`src/hdl/spl_pkg.sv`:
```
// Shared types, widths and codes for the sorted priority list.
package spl_pkg;

    localparam int LIST_DEPTH = 64;
    localparam int COUNT_W    = $clog2(LIST_DEPTH + 1);
    localparam int IDX_W      = $clog2(LIST_DEPTH);
    localparam int FIELD_W    = 10;
    localparam int FILL_W     = 7;
    localparam int REQ_W      = 2;
    localparam int STATUS_W   = 2;
    localparam int ENTRY_W    = 3 * FIELD_W;
    localparam int S_DATA_W   = ((ENTRY_W + 7) / 8) * 8;
    localparam int M_DATA_W   = ((ENTRY_W + FILL_W + 7) / 8) * 8;

    // The identifier sits in the lowest bits.
    typedef struct packed {
        logic [FIELD_W-1:0] dc;
        logic [FIELD_W-1:0] key;
        logic [FIELD_W-1:0] id;
    } entry_t;

    typedef enum logic [REQ_W-1:0] {
        REQ_INSERT = 2'd0,
        REQ_POP    = 2'd1,
        REQ_CLEAR  = 2'd2
    } req_t;

    typedef enum logic [STATUS_W-1:0] {
        STATUS_OK    = 2'd0,
        STATUS_FULL  = 2'd1,
        STATUS_EMPTY = 2'd2
    } status_t;

    typedef enum logic [1:0] {
        OP_NONE,
        OP_INSERT,
        OP_POP,
        OP_CLEAR
    } op_t;

    typedef enum logic {
        ST_IDLE,
        ST_HOLD
    } state_t;

    // Controller to datapath.
    typedef struct packed {
        op_t     op;
        logic    load;
        status_t status;
    } cmd_t;

    // Datapath to controller.
    typedef struct packed {
        logic full;
        logic empty;
    } stat_t;

endpackage

```
`src/hdl/spl_ctrl.sv`:
```
// Controller: handshake state machine and request decoding for the sorted priority list.
module spl_ctrl (
    input  logic                         clk,
    input  logic                         rst_n,
    input  logic                         s_tvalid,
    output logic                         s_tready,
    input  logic [spl_pkg::REQ_W-1:0]    req,
    output logic                         m_tvalid,
    input  logic                         m_tready,
    input  spl_pkg::stat_t               stat,
    output spl_pkg::cmd_t                cmd
);
    import spl_pkg::*;

    state_t state_reg;
    state_t state_next;
    logic   accept;

    always_ff @(posedge clk or negedge rst_n)
    begin
        if (!rst_n)
        begin
            state_reg <= ST_IDLE;
        end
        else
        begin
            state_reg <= state_next;
        end
    end

    always_comb
    begin
        s_tready   = (state_reg == ST_IDLE) || m_tready;
        m_tvalid   = (state_reg == ST_HOLD);
        accept     = s_tvalid && s_tready;
        state_next = state_reg;
        cmd.op     = OP_NONE;
        cmd.load   = accept;
        cmd.status = STATUS_OK;

        unique case (state_reg)
            ST_IDLE:
            begin
                if (accept)
                begin
                    state_next = ST_HOLD;
                end
            end
            ST_HOLD:
            begin
                if (m_tready && !accept)
                begin
                    state_next = ST_IDLE;
                end
            end
            default:
            begin
                state_next = ST_IDLE;
            end
        endcase

        if (accept)
        begin
            unique case (req_t'(req))
                REQ_INSERT:
                begin
                    if (stat.full)
                    begin
                        cmd.status = STATUS_FULL;
                    end
                    else
                    begin
                        cmd.op = OP_INSERT;
                    end
                end
                REQ_POP:
                begin
                    if (stat.empty)
                    begin
                        cmd.status = STATUS_EMPTY;
                    end
                    else
                    begin
                        cmd.op = OP_POP;
                    end
                end
                REQ_CLEAR:
                begin
                    cmd.op = OP_CLEAR;
                end
                default:
                begin
                    cmd.op = OP_NONE;
                end
            endcase
        end
    end

`ifndef SYNTHESIS
    a_no_insert_full: assert property (@(posedge clk) disable iff (!rst_n)
        (cmd.op == OP_INSERT) |-> !stat.full)
        else $error("insert issued into a full list");

    a_no_pop_empty: assert property (@(posedge clk) disable iff (!rst_n)
        (cmd.op == OP_POP) |-> !stat.empty)
        else $error("pop issued on an empty list");

    a_result_follows: assert property (@(posedge clk) disable iff (!rst_n)
        (s_tvalid && s_tready) |=> m_tvalid)
        else $error("accepted beat produced no result");
`endif

endmodule

```
`config.mk`:
```
export PLATFORM = sky130hd
export DESIGN_NAME = spl_ctrl
export DESIGN_NICKNAME = d
export VERILOG_FILES = /design/src/hdl/spl_pkg.sv /design/src/hdl/spl_ctrl.sv
export SDC_FILE = /design/constraint.sdc
export NUM_CORES = 1
export LEC_CHECK = 0
export BUFFER_PORTS_ARGS = -buffer_cell sky130_fd_sc_hd__clkbuf_2
export CORE_AREA = 2 2 39 41
export DETAILED_ROUTE_END_ITERATION = 7
export DIE_AREA = 0 0 41 43
export SLEW_MARGIN = 10
export SYNTH_ARGS = -nofsm -noshare
export SYNTH_HDL_FRONTEND = slang
export SYNTH_SLANG_ARGS = --single-unit
```
`constraint.sdc`:
```
create_clock -name clk -period 1.17 [get_ports clk]
set_input_delay 0.234 -clock clk [delete_from_list [all_inputs] [get_ports clk]]
set_output_delay 0.234 -clock clk [all_outputs]
set_load 0.005 [all_outputs]
```
Yosys cells after proc, flatten, opt, wreduce, memory -nomap -nowiden
Index checks and enable logic that the tools add are counted.
{"block": "op_classes", "eq_ne": 2, "n_mux": 11, "bitwise": 1, "reduce_logical": 5}
{"cell": "two-way mux 2 bit", "n": 4}
{"cell": "case mux 2 bit (3 select lines)", "n": 1}
{"cell": "two-way mux 1 bit", "n": 4}
{"cell": "case mux 2 bit (2 select lines)", "n": 1}
{"cell": "== test 2 x 1 -> 1 bit, second input constant", "n": 1}
{"cell": "== test 2 bit, second input constant", "n": 1}
{"cell": "logical AND 1 bit", "n": 2}
{"cell": "logical NOT 2 bit", "n": 1}
{"cell": "case mux 1 bit (2 select lines)", "n": 1}
{"cell": "logical NOT 1 bit", "n": 1}
{"cell": "logical OR 1 bit", "n": 1}
{"cell": "inverter 1 bit", "n": 1}
{"block": "word_totals", "reg_bits": 1, "input_bits": 8, "output_inout_bits": 7, "elab_cells": 20}

Longest topological paths before layout
Gate-level depths: netlist of the first run.
{"block": "depth", "depth_word": 7, "ltp_mapped": 4, "depth_no_buf": 3}

Least setup slack after synthesis of the first run
Ideal clock, no wire load.
{"block": "synth_path", "path_type": "register -> output", "startpoint": "register state_reg, in the netlist m_tvalid", "endpoint": "output cmd[2] (netlist name)", "arrival_time_ns": 0.850, "t_required_ns": 0.936, "slack_ns": 0.086, "path_stages_with_launch": 5, "path_buffers": 1, "path_cell_list": "dfrtp_1 -> nor2b_4 -> inv_2 -> and2_1 -> buf_4"}
{"block": "synth_via", "elab_chain_cells": 3}
{"element": "start: declaration", "line_no": "spl_ctrl.sv:15", "text": "state_t state_reg;"}
{"element": "start signal: assignment", "line_no": "spl_ctrl.sv:27", "text": "state_reg <= state_next;"}
{"element": "inverter 1 bit", "line_no": "spl_ctrl.sv:33", "text": "s_tready = (state_reg == ST_IDLE) || m_tready;"}
{"element": "logical OR 1 bit", "line_no": "spl_ctrl.sv:33"}
{"element": "via s_tready", "line_no": "spl_ctrl.sv:6", "text": "output logic s_tready,"}
{"element": "logical AND 1 bit", "line_no": "spl_ctrl.sv:35", "text": "accept = s_tvalid && s_tready;"}
{"element": "end: declaration", "line_no": "spl_ctrl.sv:11", "text": "output spl_pkg::cmd_t cmd"}
The timed path passes the listed nets, and every way through them passes these cells.

==> summary.md, run 1 <==
| Metric | Value |
|---|---|
| FILL cells | 156 |
| Routability-driven placement congestion ratio | 0.609 |
| Total Routing Usage GR | 0.0440 |
| R2R Path End | m_tvalid |
| Share of cells above drive strength 1 | 0.704 |
| Largest net degree at the start of global routing | 7 |
| Initial DRC count | 1 |
| Post-DR vias/cell | 3.49 |
| DIE AREA | 1760 µm² |
| Max-slew violation count | 0 |
| Die W | 41 µm |
| Total grt overflow | 0 |
| Min Hold Slack | 8.79 ps |
| Crit end category | primary output |
| Most frequent cells in the layout | clkbuf_2 (12), nand2b_1 (2), nor4b_2 (2), buf_2 (2) |
| MaxCap Viol Count | 0 |
| Vias | 150 |
| Synth Register Bits | 1 |
| Most common cell after layout, fill and taps aside | clkbuf_2 |
| Sequential element share of the synthesized area | 0.177 |
| P_leak | 0.121 nW |
| Dpl cells | 43 |
| Status | finished clean |
| Layout area overhead | 58.4% |
| Post-CTS setup repair buffer count | 0 |
| Post-DP HPWL | 327 µm |
| Synth warn | 0 |
| Clock Skew | 0 ps |
| Post-synthesis cell count | 14 |
| First-pass DRT Iterations | 4 |
| Required time of the worst setup path | 940 ps |
| PortBufs | 14 |
| Worst-path clk slew | 0 ps |
| RSZ-0062 raised after global routing | yes |
| Arr. time, crit path | 870 ps |
| Clock latency on the worst-skew pair | 0 ps |
| Vias in the first global route | 147 |
| Critical Path Fanout Max | 5 |
| Synth cell types | 12 |
| Setup crit start kind | flip-flop |
| Residual DRC | 0 |
| VDD IR max | 0.0000998 V |
| Pre-CTS setup slack | 39.9 ps |
| Final Hold Vio Count | 0 |
| FP Rows | 14 |
| Net count reported at finish | 37 |
| Syn_area_per_cell | 10.1 µm² |
| Total core area | 1380 µm² |
| Layout Utilization | 0.162 |
| Fmax achieved | 902 MHz |
| Setup WS post-layout | 61.4 ps |
| Drt wl/cell | 7.98 µm |
| Fin area | 224 µm² |
| I/O pin cnt | 15 |
| Pwr dens | 426 nW/µm² |
| Syn_nets | 22 |
| Starting Density | 0.102 |
| WL final | 343 µm |
| Tmin final | 1110 ps |
| R2R depth | 3 |
| Rel. slew slack | 0.864 |
| CP Class | reg2out |
| First-pass GRT wire length | 586 µm |
| FF-to-FF setup slack | 430 ps |
| Final Total Pwr | 0.0955 mW |
| Initial antenna violation count | 0 |
| Setup TNS | 0 ps |
| Cell Area, Synth | 141 µm² |
| N_diodes | 0 |
| Hold/Removal Path Class | in2async |
| Final setup viols | 0 |
| Number of routed nets with antenna violations | 0 |
| Final Non-Filler Cells | 43 |
| R2R Path Start | m_tvalid |
| Chip height | 43 µm |
| Max reg flops | 1 |
| Fin crit share | 0.948 |
| Placed Area | 224 µm² |
| Worst-Margin Slew | 203 ps |
repair_timing:
action / in CTS / in global routing
hold buffers: 0 / 0
resized for setup: 0 / 2
endpoints found under the setup margin: 0 / 3
Yosys cell counts (all sizes together):
cell type  number  area, µm²
nor4b           2       30.0
nor3b           1       12.5
inv             1       3.75
nand2           1       3.75
o211a           1       10.0
buf             1       7.51
dfrtp           1       25.0
and2            1       6.26
nand2b          2       12.5
and4b           1       10.0
nor2b           2       20.0
logic make-up after synthesis:
logic type             Yosys count  share of synthesized area
and+or+nand+nor                 10                      0.673
buffers and inverters            2                     0.0796
DFF                              1                      0.177
AOI/OAI and AO/OA                1                     0.0708
power breakdown:
part           total, mW  switching, mW  internal, mW  leakage, nW
Combinational     0.0570         0.0263        0.0307        0.110
Clock                  0              0             0            0
Sequential        0.0385       0.000966        0.0376       0.0108
layout make-up:
class                           instances  area (µm²)  share of cell area
Multi-Input combinational cell         11         105               0.469
Timing Repair Buffer                   14        70.1               0.313
Sequential cell                         1        25.0               0.112
Tap cell                               16        20.0              0.0894
Inverter                                1        3.75              0.0168
layer usage:
| metal | vias to the layer above | share of wire | GRT usage |
|---|---|---|---|
| met5 | - | 0 | 0 |
| met4 | 0 | 0 | 0 |
| met3 | 0 | 0.14 | 0 |
| met2 | 11 | 0.43 | 0.0781 |
| met1 | 64 | 0.43 | 0.0601 |
| li1 | 75 | - | - |
critical path, stage by stage (launching register included):
cell and delay, ps:
dfrtp_1 320, nor2b_4 190, inv_2 70, and4b_1 180, clkbuf_2 110
worst max path at each step:
stage / start / endpoint / slack, ps / cells past startpoint
after CTS: m_tvalid / cmd[1] / 40 / 3
final: m_tvalid / cmd[3] / 60 / 4
after detailed placement: m_tvalid / cmd[1] / 40 / 3
after global routing: m_tvalid / cmd[3] / -20 / 4
after global placement: m_tvalid / cmd[0] / 40 / 3
after floorplan: m_tvalid / cmd[2] / 90 / 4
Power figures use the tool's default switching activity.
==> inputs of run 2 (changes only) <==
==> constraint.sdc (replaced) <==
create_clock -name clk -period 0.9 [get_ports clk]
set_input_delay 0.18 -clock clk [delete_from_list [all_inputs] [get_ports clk]]
set_output_delay 0.18 -clock clk [all_outputs]
set_load 0.005 [all_outputs]
==> summary.md, run 2 (same netlist as run 1, synthesis figures left out) <==
| Metric | Value |
|---|---|
| Register Area | 25.0 µm² |
| Max-slew violation count | 0 |
| Die W | 41 µm |
| Status | complete, but fails checks |
| Met3 usage | 0 |
| Logic gate share of total power | 0.657 |
| Arr. time, crit path | 880 ps |
| Share of cells above drive strength 1 | 0.733 |
| Number of routed nets with antenna violations | 0 |
| Clock Skew | 0 ps |
| Worst-Margin Slew | 199 ps |
| Setup TNS | -722 ps |
| Clock latency on the worst-skew pair | 0 ps |
| Total grt overflow | 0 |
| FP Rows | 14 |
| Starting Density | 0.102 |
| RSZ-0062 raised after global routing | yes |
| Hold/Removal Path Class | in2reg |
| CP top delay family | flip-flops |
| Most frequent cells in the layout | clkbuf_2 (11), nor4b_2 (2), buf_6 (2), buf_2 (2) |
| DIE AREA | 1760 µm² |
| Hold path depth | 2 |
| WL final | 416 µm |
| Multi-input gate area | 113 µm² |
| Max reg flops | 1 |
| MaxCap Viol Count | 0 |
| Drt wl/cell | 9.04 µm |
| Pwr dens | 551 nW/µm² |
| Critical path's slowest cell | dfrtp_1 |
| Final setup viols | 6 |
| R2R depth | 3 |
| Worst-path clk slew | 0 ps |
| Met1 usage | 0.0633 |
| Cells along the critical path | nor2b_4, inv_2, and4b_1, clkbuf_2 |
| Total Routing Usage GR | 0.0470 |
| Final Hold Vio Count | 0 |
| First-pass DRT Iterations | 2 |
| Setup crit start kind | flip-flop |
| Initial antenna violation count | 0 |
| GR peak layer | met2 |
| Int Power | 0.106 mW |
| FF-to-FF setup slack | 140 ps |
| Min Hold Slack | 447 ps |
| Reg power frac | 0.343 |
| Fin crit share | 1.18 |
| Final Non-Filler Cells | 46 |
| Sw power | 0.0404 mW |
| CP Class | reg2out |
| Post-DP HPWL | 359 µm |
| I/O pin cnt | 15 |
| Chip height | 43 µm |
| Pre-CTS setup slack | -214 ps |
| Post-DR vias/cell | 3.48 |
| Stages on worst setup path | 4 |
| Crit end category | primary output |
| Met2 usage | 0.0844 |
| Total core area | 1380 µm² |
| Layout area overhead | 88.5% |
| Failing checks | setup timing |
| Tmin final | 1060 ps |
| R2R Path Start | m_tvalid |
| Routability-driven placement congestion ratio | 0.603 |
| Net count reported at finish | 40 |
| Vias in the first global route | 143 |
| VDD IR max | 0.000122 V |
| P_leak | 0.144 nW |
| R2R Path End | m_tvalid |
| First-pass GRT wire length | 634 µm |
| Clk network pwr share | 0 |
| Critical Path Fanout Max | 5 |
| Most common cell after layout, fill and taps aside | clkbuf_2 |
| CP Capture Point | cmd[3] |
| Switching Share | 0.275 |
| FILL cells | 157 |
| Required time of the worst setup path | 720 ps |
| Crit-path max cell delay | 350 ps |
| Vias | 160 |
| Residual DRC | 0 |
| Setup WS post-layout | -159 ps |
| Largest net degree at the start of global routing | 7 |
| Buffers & Inverters on Critical Path | 2 |
| Dpl cells | 44 |
| Initial DRC count | 1 |
| PortBufs | 14 |
| Fmax achieved | 944 MHz |
| CP Launch Point | m_tvalid |
| Rel. slew slack | 0.867 |
| N_diodes | 0 |
==> run 2: changes by cell type in the layout (fill, tap and decap cells not counted), sizes merged <==
cell,before,now
clkbuf,12,11
buf,2,5
dlygate4sd3,0,1
==> run 2: worst min path at each step <==
stage | from | end | slack [ps]
4_1_cts | s_tvalid | m_tvalid | 450
3_5_place_dp | rst_n | m_tvalid | -40
5_1_grt | s_tvalid | m_tvalid | 490
6_report | s_tvalid | m_tvalid | 450
2_1_floorplan | rst_n | m_tvalid | -120
3_3_place_gp | rst_n | m_tvalid | -40
==> run 2: metal layers <==
layer / vias up / wire, µm
li1: 83 / -
met5: - / 0
met4: 0 / 0
met2: 9 / 212
met1: 68 / 165
met3: 0 / 38
==> run 2: cell type report <==
class | instances | share of cell area
Inverter | 1 | 0.0141
Tap cell | 16 | 0.0751
Multi-Input combinational cell | 11 | 0.423
Sequential cell | 1 | 0.0939
Timing Repair Buffer | 17 | 0.394
==> run 2: power groups by stage <==
stage	registers, mW	clock network, mW	logic, mW
after floorplan	0.0507	0	0.0373
after global placement	0.0501	0	0.0790
after detailed placement	0.0503	0	0.0796
after CTS	0.0503	0	0.0896
after global routing	0.0508	0	0.110
final	0.0504	0	0.0965
==> run 2: repair_timing <==
action | CTS | global route
gates resized for setup | 2 | 3
cloned | 0 | 0
hold endpoints to repair | 1 | 0
setup endpoints to repair | 6 | 6
setup buffers | 0 | 1
hold buffers | 1 | 0
pin swaps | 4 | 0
==> run 2: per-stage QoR <==
stage / util / total power, mW / area [µm²]
floorplan: - / 0.0879 / 141
global placement: 0.167 / 0.129 / 231
detailed placement: 0.167 / 0.130 / 231
CTS: 0.183 / 0.140 / 253
global route: 0.193 / 0.161 / 267
finish: 0.193 / 0.147 / 267
==> inputs of run 3 (changes only) <==
--- a/config.mk
+++ b/config.mk
@@ -5,6 +5,7 @@
 export SDC_FILE = /design/constraint.sdc
 export NUM_CORES = 1
 export LEC_CHECK = 0
+export ABC_AREA = 1
 export BUFFER_PORTS_ARGS = -buffer_cell sky130_fd_sc_hd__clkbuf_2
 export CORE_AREA = 2 2 39 41
 export DETAILED_ROUTE_END_ITERATION = 7
==> summary.md, run 3 <==
| Metric | Value |
|---|---|
| Synth Register Bits | 1 |
| Worst-Margin Slew | 209 ps |
| Most common cell after layout, fill and taps aside | clkbuf_2 |
| FF-to-FF setup slack | 170 ps |
| Fin crit share | 1.02 |
| Post-synthesis cell count | 21 |
| Total core area | 1380 µm² |
| Tmin final | 918 ps |
| Die W | 41 µm |
| Synth Flop Type | dfrtp_1 |
| Synth warn | 0 |
| Vias | 168 |
| Ys async rst share | 1.00 |
| Cell with the most instances after synthesis | inv_1 |
| Clock Skew | 0 ps |
| P_leak | 0.147 nW |
| Drt wl/cell | 6.00 µm |
| Routability-driven placement congestion ratio | 0.485 |
| Pwr dens | 562 nW/µm² |
| Critical Path Fanout Max | 5 |
| FILL cells | 156 |
| Final Total Pwr | 0.132 mW |
| Layout area overhead | 74.8% |
| Hold/Removal Path Class | in2reg |
| Commonest cells post-synth | inv_1 (7), nand3_1 (3), nand2_1 (2), nand2_4 (2), nor2_2 (2) |
| Cell Area, Synth | 134 µm² |
| Fmax achieved | 1090 MHz |
| Min-Delay Endpoint | m_tvalid |
| Total grt overflow | 0 |
| Hold path depth | 3 |
| Yosys top cell by area | inv_1 |
| Min Hold Slack | 432 ps |
| Worst-path clk slew | 0 ps |
| Chip height | 43 µm |
| Initial DRC count | 2 |
| R2R Path Start | m_tvalid |
| Post-DR vias/cell | 3.23 |
| CP Class | reg2out |
| Status | complete, but fails checks |
| Sequential element share of the synthesized area | 0.187 |
| Clock latency on the worst-skew pair | 0 ps |
| Failing checks | setup timing |
| N_diodes | 0 |
| Setup crit start kind | flip-flop |
| Max reg flops | 1 |
| RSZ-0062 raised after global routing | yes |
| Most frequent cells in the layout | clkbuf_2 (12), inv_1 (7), nand3_1 (3) |
| First-pass GRT wire length | 386 µm |
| I/O pin cnt | 15 |
| Share of the synthesized area in the top cell type | 0.196 |
| Share of cells above drive strength 1 | 0.556 |
| Hold Crit Start | s_tvalid |
| R2R Path End | m_tvalid |
| Setup TNS | -39.9 ps |
| EDFF count, synth | 0 |
| Arr. time, crit path | 740 ps |
| Final Hold Vio Count | 0 |
| Required time of the worst setup path | 720 ps |
| Net count reported at finish | 46 |
| MaxCap Viol Count | 0 |
| Syn_nets | 29 |
| PortBufs | 14 |
| Vias in the first global route | 113 |
| Crit end category | primary output |
| Dpl cells | 51 |
| Starting Density | 0.0967 |
| WL final | 312 µm |
| DIE AREA | 1760 µm² |
| Synth top area cells | inv_1 (20%), dfrtp_1 (19%), nand2_4 (17%) |
| Rel. slew slack | 0.859 |
| Setup WS post-layout | -18.4 ps |
| Residual DRC | 0 |
| R2R depth | 3 |
| Final setup viols | 4 |
| First-pass DRT Iterations | 2 |
| FP Rows | 14 |
| Total Routing Usage GR | 0.0290 |
| Number of routed nets with antenna violations | 0 |
| VDD IR max | 0.0000953 V |
| Max-slew violation count | 0 |
| Initial antenna violation count | 0 |
| Largest net degree at the start of global routing | 6 |
| Layout Utilization | 0.169 |
| Synth cell types | 10 |
| Syn_area_per_cell | 6.38 µm² |
| Final Non-Filler Cells | 52 |
-- run 3: power by group --
group	total [mW]	leakage (nW)	switching (mW)	internal (mW)
clock	0	0	0	0
combinational	0.0796	0.137	0.0396	0.0400
sequential	0.0519	0.0108	0.00302	0.0489
-- run 3: metrics by stage --
step                      instance area [µm²]  setup slack (ps)
final                                     234             -18.4
after detailed placement                  224             -34.4
after global placement                    224             -34.8
after global routing                      234             -52.7
after CTS                                 234             -24.9
after floorplan                           134              24.2
-- run 3: kinds of logic (layout without fill, tap and decap cells) --
kind of cell	Yosys count	count (layout)	synth area share
buffers and inverters	8	23	0.252
AOI/OAI and AO/OA	2	2	0.103
and+or+nand+nor	10	10	0.458
DFF	1	1	0.187
-- run 3: area by class of cell --
cell class / count / area, µm² / share of cell area
inverter: 7 / 26.3 / 0.112
tap: 16 / 20.0 / 0.0856
multi-input combinational: 12 / 75.1 / 0.321
timing repair buffer: 16 / 87.6 / 0.374
sequential: 1 / 25.0 / 0.107
-- run 3: worst max path at each step --
stage               startpoint  cells after the start     end  slack (ps)
floorplan             m_tvalid                      4  cmd[2]          20
detailed placement    m_tvalid                      4  cmd[4]         -30
CTS                   m_tvalid                      4  cmd[4]         -20
global placement      m_tvalid                      4  cmd[4]         -30
global route          m_tvalid                      4  cmd[3]         -50
finish                m_tvalid                      4  cmd[4]         -20
-- run 3: routing by layer --
layer,vias up,global-route usage,routed length (µm),part of all wire
met5,-,0,0,0
met4,0,0,0,0
met3,0,0,35,0.11
met2,8,0.0594,148,0.47
met1,69,0.0317,128,0.41
li1,91,-,-,-
-- run 3: critical path, stage by stage (launching register included) --
cell	delay, ps
dfrtp_1	380
nand2_4	80
nand2_4	60
a21oi_2	100
clkbuf_2	110
-- run 3: repair_timing --
item	in CTS	in global routing
setup endpoints to repair	4	5
resized for setup	0	2
buffers inserted	0	0
endpoints found under the hold margin	1	0
pin swaps	1	1
hold buffers	1	0
